===== config.mk =====
export PLATFORM = sky130hd
export DESIGN_NAME = vcd_ctrl
export DESIGN_NICKNAME = d
export VERILOG_FILES = /design/src/design/vcd_pkg.sv /design/src/design/vcd_ctrl.sv
export SDC_FILE = /design/constraint.sdc
export NUM_CORES = 1
export LEC_CHECK = 0
export ABC_AREA = 1
export BUFFER_PORTS_ARGS = -buffer_cell sky130_fd_sc_hd__buf_2
export CORE_AREA = 2 2 39 41
export CTS_BUF_LIST = sky130_fd_sc_hd__clkbuf_16
export DETAILED_ROUTE_END_ITERATION = 10
export DIE_AREA = 0 0 41 43
export PLACE_DENSITY_LB_ADDON = 0.12
export SETUP_SLACK_MARGIN = 0.05
export SYNTH_ARGS = -nofsm -noshare
export SYNTH_HDL_FRONTEND = slang
export SYNTH_SLANG_ARGS = --single-unit
export TNS_END_PERCENT = 100

===== constraint.sdc =====
create_clock -name i_clk -period 1.67 [get_ports i_clk]
set_input_delay 0.4175 -clock i_clk [delete_from_list [all_inputs] [get_ports i_clk]]
set_output_delay 0.4175 -clock i_clk [all_outputs]
set_load 0.005 [all_outputs]

===== src/design/vcd_pkg.sv =====
// ----------------------------------------------------------------------------
// vcd_pkg
// Shared constants, codes and control/status types of the emulated disk.
// ----------------------------------------------------------------------------
package vcd_pkg;

    localparam int SECTOR_BYTES = 512;
    localparam int NUM_SECTORS  = 64;
    localparam int BYTE_W       = $clog2(SECTOR_BYTES);
    localparam int SEC_W        = (NUM_SECTORS > 1) ? $clog2(NUM_SECTORS) : 1;
    localparam int ADDR_W       = BYTE_W + SEC_W;
    localparam int LEN_W        = 16;
    localparam int NSEC_W       = LEN_W - BYTE_W;
    localparam int DCNT_W       = 7;
    localparam int DRAW_W       = 24;

    localparam logic [31:0] LCG_MUL = 32'd1103515245;
    localparam logic [31:0] LCG_INC = 32'd12345;

    // command codes
    localparam logic [2:0] CMD_RD_REQ  = 3'd0;
    localparam logic [2:0] CMD_RD_BEAT = 3'd1;
    localparam logic [2:0] CMD_WR_REQ  = 3'd2;
    localparam logic [2:0] CMD_WR_BEAT = 3'd3;
    localparam logic [2:0] CMD_FLUSH   = 3'd4;
    localparam logic [2:0] CMD_CRASH   = 3'd5;

    // fault kinds
    localparam logic [2:0] FK_NONE  = 3'd0;
    localparam logic [2:0] FK_EIO   = 3'd1;
    localparam logic [2:0] FK_CHG   = 3'd2;
    localparam logic [2:0] FK_INTR  = 3'd3;
    localparam logic [2:0] FK_SHORT = 3'd4;
    localparam logic [2:0] FK_TSEC  = 3'd5;
    localparam logic [2:0] FK_TBYTE = 3'd6;
    localparam logic [2:0] FK_DROP  = 3'd7;

    // status codes
    localparam logic [1:0] ST_OK = 2'd0;

    // write modes
    localparam logic [1:0] WM_NONE  = 2'd0;
    localparam logic [1:0] WM_PLAIN = 2'd1;
    localparam logic [1:0] WM_TSEC  = 2'd2;
    localparam logic [1:0] WM_TBYTE = 2'd3;

    typedef enum logic [3:0] {
        OP_NONE,
        OP_CLEAR,
        OP_LATCH,
        OP_CONSUME,
        OP_DRAW,
        OP_DIV_START,
        OP_REQ_FIN,
        OP_RD_TAKE,
        OP_WR_BEAT,
        OP_SCAN_STEP,
        OP_END
    } t_dp_op;

    typedef struct packed {
        t_dp_op op;
        logic   ld_out;
    } t_dp_cmd;

    typedef struct packed {
        logic [2:0] cmd;
        logic       short_need;
        logic       beat_ok_rd;
        logic       beat_ok_wr;
        logic       wr_draw;
        logic       cnt_last;
        logic       scan_last;
        logic       div_done;
        logic       flush_skip;
    } t_dp_stat;

endpackage


===== src/design/vcd_ctrl.sv =====
// ----------------------------------------------------------------------------
// vcd_ctrl
// Sequencer: clear pass, item decode, request/beat/copy steps, result hand-off.
// ----------------------------------------------------------------------------
module vcd_ctrl (
    input  logic              i_clk,
    input  logic              i_rst_n,
    input  logic              i_in_valid,
    output logic              o_in_stall,
    output logic              o_out_valid,
    input  logic              i_out_stall,
    input  vcd_pkg::t_dp_stat i_stat,
    output vcd_pkg::t_dp_cmd  o_cmd
);
    import vcd_pkg::*;

    typedef enum logic [3:0] {
        S_CLEAR, S_IDLE, S_EXEC, S_REQ_CHK, S_DIV_GO, S_DIV,
        S_BEAT_RD, S_WR_BEAT, S_COPY, S_END, S_RESULT
    } t_state;

    t_state r_state, n_state;
    logic   r_out_valid;
    logic   w_out_free;

    assign w_out_free = !r_out_valid || !i_out_stall;

    always_comb begin
        n_state       = r_state;
        o_cmd.op      = OP_NONE;
        o_cmd.ld_out  = 1'b0;
        case (r_state)
            S_CLEAR: begin
                o_cmd.op = OP_CLEAR;
                if (i_stat.cnt_last) n_state = S_IDLE;
            end
            S_IDLE: begin
                if (i_in_valid) begin
                    o_cmd.op = OP_LATCH;
                    n_state  = S_EXEC;
                end
            end
            S_EXEC: begin
                n_state = S_RESULT;
                case (i_stat.cmd)
                    CMD_RD_REQ, CMD_WR_REQ: begin
                        o_cmd.op = OP_CONSUME;
                        n_state  = S_REQ_CHK;
                    end
                    CMD_RD_BEAT: begin
                        if (i_stat.beat_ok_rd) n_state = S_BEAT_RD;
                    end
                    CMD_WR_BEAT: begin
                        if (i_stat.beat_ok_wr) begin
                            if (i_stat.wr_draw) begin
                                o_cmd.op = OP_DRAW;
                                n_state  = S_WR_BEAT;
                            end else begin
                                o_cmd.op = OP_WR_BEAT;
                            end
                        end
                    end
                    CMD_FLUSH: begin
                        if (i_stat.flush_skip) o_cmd.op = OP_END;
                        else n_state = S_COPY;
                    end
                    CMD_CRASH: n_state = S_COPY;
                    default: n_state = S_RESULT;
                endcase
            end
            S_REQ_CHK: begin
                if (i_stat.short_need) begin
                    o_cmd.op = OP_DRAW;
                    n_state  = S_DIV_GO;
                end else begin
                    o_cmd.op = OP_REQ_FIN;
                    n_state  = S_RESULT;
                end
            end
            S_DIV_GO: begin
                o_cmd.op = OP_DIV_START;
                n_state  = S_DIV;
            end
            S_DIV: begin
                if (i_stat.div_done) begin
                    o_cmd.op = OP_REQ_FIN;
                    n_state  = S_RESULT;
                end
            end
            S_BEAT_RD: begin
                o_cmd.op = OP_RD_TAKE;
                n_state  = S_RESULT;
            end
            S_WR_BEAT: begin
                o_cmd.op = OP_WR_BEAT;
                n_state  = S_RESULT;
            end
            S_COPY: begin
                o_cmd.op = OP_SCAN_STEP;
                if (i_stat.scan_last) n_state = S_END;
            end
            S_END: begin
                // last copy write lands in this cycle
                o_cmd.op = OP_END;
                n_state  = S_RESULT;
            end
            S_RESULT: begin
                if (w_out_free) begin
                    o_cmd.ld_out = 1'b1;
                    n_state      = S_IDLE;
                end
            end
            default: n_state = S_IDLE;
        endcase
    end

    always_ff @(posedge i_clk) begin
        if (!i_rst_n) begin
            r_state     <= S_CLEAR;
            r_out_valid <= 1'b0;
        end else begin
            r_state <= n_state;
            if (o_cmd.ld_out) r_out_valid <= 1'b1;
            else if (!i_out_stall) r_out_valid <= 1'b0;
        end
    end

    assign o_in_stall  = (r_state != S_IDLE);
    assign o_out_valid = r_out_valid;

endmodule


==> qor.txt, run 1 <==
Total GRT Usage = 0.275
Crit path top cell by count = nor2_1
Clock Pin Slew Worst Setup and Hold Paths = 0.03 ns
Layout fillers = 106
Cells after Synth = 117
commonest non-fill, non-tap cell in the layout = nand2_1
Layout Cells excl Fill = 171
mapped cell area = 621 sq um
crit path DAT = 1.25 ns
TritonCTS Sinks = 5
Crit Path Class = reg2out
wire per inst = 12.6 um
Synth Area in Adders = 0
Pins Over Slew Limit = 0
crit-path max FO = 5
crit path cell chain = buf_6 > nand2_2 > nor2_1 > nor2_1 > nand3_1 > buf_2
Yosys reg bits = 5
Peak VDD IR = 0.776 mV
Tcrit/Tclk final = 0.996
post-synthesis sequential area ratio = 0.161
dpl cell area = 768 sq um
Row Count = 14
area occupied by multi-input gates = 508 sq um
worst min path class = in2reg
largest family of logic cells by synthesized area = simple AND/OR/NAND/NOR gates
Layout Nets = 171
CP endpoint kind = primary output
area delta synth->final = 63.7%
final count of hold timing violations = 0
Inst Count DP = 157
post-route worst setup slack = 0.00665 ns
I/O Pins = 22
fin crit period = 1.66 ns
Simple-Gate Fraction of Synth Area = 0.623
core box area = 0.00138 sq mm
dpl ws = 0.0873 ns
PD cells = 1360 mW/mm^2
first-pass GRT wire length = 3320 um
TritonRoute pass-1 iters = 4
# H-tree levels = 1
FF+latch area = 115 sq um
Synthesized Nets = 132
initial antenna violation count = 0
die area = 0.00176 sq mm
largest net degree at the start of global routing = 8
number of diodes = 0
XOR/XNOR Fraction of Synth Area = 0
worst skew pair latency = 0.22 ns
cts bufs inserted = 3
Worst-Margin Slew = 0.258 ns
die height = 43 um
post-synthesis compound-gate area fraction = 0.0948
buffers and inverters on the worst path = 2
die width = 41 um
Worst EP required = 1.25 ns
cell taking the most area after synthesis = nand2_1
DR iter-0 viols = 31
max incr delay on CP = 0.35 ns
yosys warns = 0
Slew headroom = 0.827
Yosys cell types = 20
I/O Buffers = 21
outcome = finished clean
CTS Buffer Depth = 2
slowest CP cell = dfxtp_4
Clock Skew = 0.00143 ns
Worst Setup Start Kind = flop
CTS Hold Bufs = 0
CTS tree = built
Yosys top cell area share = 0.181
vias in the first global route = 804
Setup violations, final = 0
GR Overflow Total = 0
DP HPWL = 1370 um
via/cell ratio = 5.25
RSZ-0062 raised after global routing = yes
root buffer cell = clkbuf_16
family with the most delay on the worst path = simple AND/OR/NAND/NOR gates
RD Place Congestion = 0.811
DRC viols = 0
initial core utilization = 0.448
cell area after layout = 0.00102 sq mm
via count = 897
Max Cap Viol = 0
Post-Route WL = 2150 um
FMAX = 0.601 GHz
Leakage Power = 0.560 nW
ranking of synthesized cells by area = nand2_1, dfxtp_1, nor2_1
most frequent cells in the layout = nand2_1, buf_2, nor2_1
multiplexer share of the synthesized area = 0
share of layout cells above drive strength 1 = 0.452
Syn Area/Cell = 5.30 sq um
antenna viol nets, final = 0
## through the flow
step	utilization	setup TNS [ns]	hold WS (ns)	power [mW]
final	0.734	0	0.417	1.38
after global routing	0.734	-0.131	0.431	1.48
after CTS	0.674	0	0.411	1.28
after detailed placement	0.555	0	0.475	0.802
after global placement	0.555	0	0.468	0.799
after floorplan	-	0	0.474	0.611
## power by group
group | leakage, nW | total, mW | internal [mW] | switching [mW]
Clock | 0.0423 | 0.384 | 0.310 | 0.0744
Sequential | 0.0436 | 0.221 | 0.165 | 0.0561
Combinational | 0.474 | 0.773 | 0.324 | 0.450
## synth_stat cells (all sizes together)
cell type,instances
a21oi,3
nand3b,2
o2111ai,1
o211ai,1
inv,20
nor2,28
nand4,4
o221ai,1
dfxtp,5
nand3,15
o21ai,3
nor3,1
nand2,33
## tightest hold or removal path, cell delays in order
cell and delay, ns:
buf_2 0.10, nand2_1 0.05, inv_1 0.04
## repair_timing
item	4_1_cts	5_1_grt
pin swaps	6	9
setup endpoints to repair	5	5
buffers inserted	7	3
gates resized for setup	13	20
## state kept, by name (all words and copies together), names as in the netlist
register and count:
o_out_valid 1, r_state 4
## cell type report
cell class / instances / share of cell area
Clock buffer: 3 / 0.0739
Clock inverter: 1 / 0.00369
Sequential cell: 5 / 0.113
Inverter: 20 / 0.0837
Timing Repair Buffer: 34 / 0.206
Tap cell: 16 / 0.0197
Multi-Input combinational cell: 92 / 0.500
## logic make-up (layout without fill, tap and decap cells)
logic type,after synthesis,in the layout
AO/OA/AOI/OAI,9,9
flip-flops,5,5
AND/OR/NAND/NOR,83,83
buffers and inverters,20,58
## routing by layer
metal / routed length [um] / global-route usage / vias to the layer above
met5: 0 / 0 / -
met2: 1010 / 0.391 / 38
met3: 140 / 0.0890 / 10
met4: 93 / 0.160 / 0
met1: 905 / 0.348 / 397
li1: - / - / 452
## worst paths after layout
path,from,to,slack (ns),cells after the start
min,i_rst_n,r_state[2]$_SDFFE_PN0P_,0.42,3
min reg2reg,o_out_valid$_SDFFE_PN0P_,o_out_valid$_SDFFE_PN0P_,0.52,2
max,r_state[1]$_SDFFE_PN0P_,o_cmd[3],0.007,6
max reg2reg,r_state[0]$_SDFFE_PN0P_,r_state[2]$_SDFFE_PN0P_,0.23,11
(Power assumes the default switching activity.)
==> run 2, diff against run 1 <==
--- a/config.mk
+++ b/config.mk
@@ -11,9 +11,9 @@
 export CTS_BUF_LIST = sky130_fd_sc_hd__clkbuf_16
 export DETAILED_ROUTE_END_ITERATION = 10
 export DIE_AREA = 0 0 41 43
-export PLACE_DENSITY_LB_ADDON = 0.12
+export PLACE_DENSITY = 0.83
 export SETUP_SLACK_MARGIN = 0.05
 export SYNTH_ARGS = -nofsm -noshare
 export SYNTH_HDL_FRONTEND = slang
 export SYNTH_SLANG_ARGS = --single-unit
-export TNS_END_PERCENT = 100
+export TNS_END_PERCENT = 1
==> run 2 against run 1 <==
Against the previous run:
- the run now ends with setup timing left
- sequential power about the same
- count of clock-buffer cells in the layout unchanged
- cell area decreased by 4.6%
- worst setup slack worse by 0.046 ns
- global-route usage is 1.9 points higher
- cell count decreased by 0.58%
- die area is the same
- clock power up 5.7%
- clock skew is 0.00070 ns higher
- maximum frequency down 2.7%
- hold slack improved by 0.011 ns
- highest routed layer unchanged
==> qor.txt, run 2 (same netlist as run 1, synthesis figures left out) <==
outcome = complete, but fails checks
reg2reg setup slack = 0.04 ns (-0.19 ns)
Leakage Power = 0.546 nW (-2.5%)
worst min path class = in2reg
Crit Path Class = reg2out
Layout Cells excl Fill = 170 (-0.58%)
cts bufs inserted = 3 (unchanged)
Clock Pin Slew Worst Setup and Hold Paths = 0.04 ns (about the same)
Worst EP required = 1.25 ns (about the same)
DP HPWL = 1430 um (+4.4%)
wire per inst = 13.5 um (+7.5%)
DR iter-0 viols = 66 (+110%)
number of cells on the worst hold path = 3 (unchanged)
die height = 43 um (unchanged)
Worst-Margin Slew = 0.251 ns (-0.00771 ns)
Design Power = 1.36 mW (-1.2%)
post-route worst setup slack = -0.0398 ns (-0.0464 ns)
TritonCTS Sinks = 5 (unchanged)
Slew headroom = 0.832 (+0.00516)
Worst Setup Start Kind = flop
I/O Pins = 22 (unchanged)
Clock Skew = 0.00212 ns (+0.000697 ns)
I/O Buffers = 21 (unchanged)
Hold Path Sink = r_state[2]$_SDFFE_PN0P_
die width = 41 um (unchanged)
Setup violations, final = 3 (+3)
FF+latch area = 113 sq um (-2.2%)
FF-to-FF path depth = 11 (unchanged)
max incr delay on CP = 0.37 ns (+0.02 ns)
Tcrit/Tclk final = 1.02 (+0.0278)
first-pass GRT wire length = 3640 um (+9.6%)
Largest Register = r_state
vias in the first global route = 891 (+11%)
TNS Setup = -0.0832 ns (-0.0832 ns)
Row Count = 14 (unchanged)
CP endpoint kind = primary output
CTS tree = built
hold_sp = i_rst_n
Pins Over Slew Limit = 0 (unchanged)
# H-tree levels = 1 (unchanged)
number of diodes = 0 (unchanged)
RSZ-0062 raised after global routing = yes
Layout Nets = 170 (-0.58%)
worst skew pair latency = 0.23 ns (about the same)
root buffer cell = clkbuf_16
crit-path max FO = 6 (+1)
FMAX = 0.585 GHz (-2.7%)
TritonRoute pass-1 iters = 4 (unchanged)
CTS Buffer Depth = 2 (unchanged)
area occupied by multi-input gates = 483 sq um (-4.9%)
commonest non-fill, non-tap cell in the layout = nand2_1
Layout fillers = 108 (+1.9%)
initial core utilization = 0.448 (unchanged)
share of layout cells above drive strength 1 = 0.396 (-0.0555)
antenna viol nets, final = 0 (unchanged)
Post-Route WL = 2300 um (+6.9%)
via/cell ratio = 5.66 (+7.9%)
Final Util = 0.701 (-0.0335)
Largest register FFs = 4 (unchanged)
RD Place Congestion = 0.893 (+10%)
r2r startpoint = r_state[3]$_SDFFE_PN0P_
Inst Count DP = 155 (-1.3%)
Total GRT Usage = 0.294 (+0.0191)
via count = 962 (+7.2%)
die area = 0.00176 sq mm (unchanged)
final count of hold timing violations = 0 (unchanged)
most frequent cells in the layout = nand2_1, buf_2, nor2_1
area delta synth->final = 56.3%
CTS Hold Bufs = 0 (unchanged)
crit path DAT = 1.29 ns (+0.04 ns)
slowest CP cell = dfxtp_4
fin crit period = 1.71 ns (+0.0464 ns)
largest net degree at the start of global routing = 8 (unchanged)
initial antenna violation count = 0 (unchanged)
DRC viols = 0 (unchanged)
GR Overflow Total = 0 (unchanged)
Critical R2R Capture = r_state[0]$_SDFFE_PN0P_
crit path cell chain = inv_4 > nand2_4 > nor2_4 > nand4_1 > nand3_1 > buf_2
failing checks = setup timing
PD cells = 1400 mW/mm^2 (+3.5%)
dpl ws = 0.0674 ns (-0.0199 ns)
Max Cap Viol = 0 (unchanged)
core box area = 0.00138 sq mm (unchanged)
Peak VDD IR = 0.641 mV (-17%)
==> run 2: changes by cell type in the layout (fill, tap and decap cells not counted), moves of 2 or more <==
cell     previous run  this run
nand2_1            26        29
nand3_1            12        15
nand3_2             3         0
nand2_2             5         3
nor2_2              5         3
==> run 2: worst max-delay path, delay by kind of cell, from the launching register on <==
kind,cells,cell delay [ns]
flip-flops,1,0.37
buffers and inverters,2,0.19
AND/OR/NAND/NOR,4,0.49
==> run 2: what timing repair did <==
action,in CTS,in global routing
endpoints found under the setup margin,5,6
gates resized for setup,14,6
hold endpoints to repair,0,0
pin swaps,5,3
setup buffers,10,1
==> run 2: layout make-up <==
class                           count  area share
Inverter                           20      0.0826
Timing Repair Buffer               33       0.201
Clock buffer                        3      0.0774
Sequential cell                     5       0.116
Multi-Input combinational cell     92       0.498
Clock inverter                      1     0.00387
Tap cell                           16      0.0206
==> run 2: worst max path at each step <==
stage,depth (start not counted),to,from
5_1_grt,6,o_cmd[3],r_state[3]$_SDFFE_PN0P_
2_1_floorplan,6,o_cmd[3],r_state[1]$_SDFFE_PN0P_
3_5_place_dp,8,o_cmd[4],i_stat[8]
6_report,6,o_cmd[3],r_state[3]$_SDFFE_PN0P_
3_3_place_gp,8,o_cmd[4],i_stat[8]
4_1_cts,7,o_cmd[1],r_state[2]$_SDFFE_PN0P_
==> run 2: layer usage <==
metal / global-route usage / vias up / part of all wire
met5: 0 / - / 0
li1: - / 448 / -
met3: 0.0681 / 17 / 0.070
met2: 0.431 / 58 / 0.48
met4: 0.187 / 0 / 0.048
met1: 0.368 / 439 / 0.40
==> run 2: where the power goes <==
group / leakage, nW / total [mW] / switching [mW] / internal, mW
combinational: 0.460 / 0.736 / 0.438 / 0.298
clock: 0.0423 / 0.406 / 0.0944 / 0.312
sequential: 0.0433 / 0.219 / 0.0584 / 0.161
total: 0.546 / 1.36 / 0.590 / 0.771
==> run 2: metrics by stage <==
step / area [sq um] / hold WS (ns)
3_3_place_gp: 753 / 0.466
6_report: 970 / 0.428
2_1_floorplan: 621 / 0.474
3_5_place_dp: 753 / 0.477
4_1_cts: 942 / 0.413
5_1_grt: 970 / 0.452
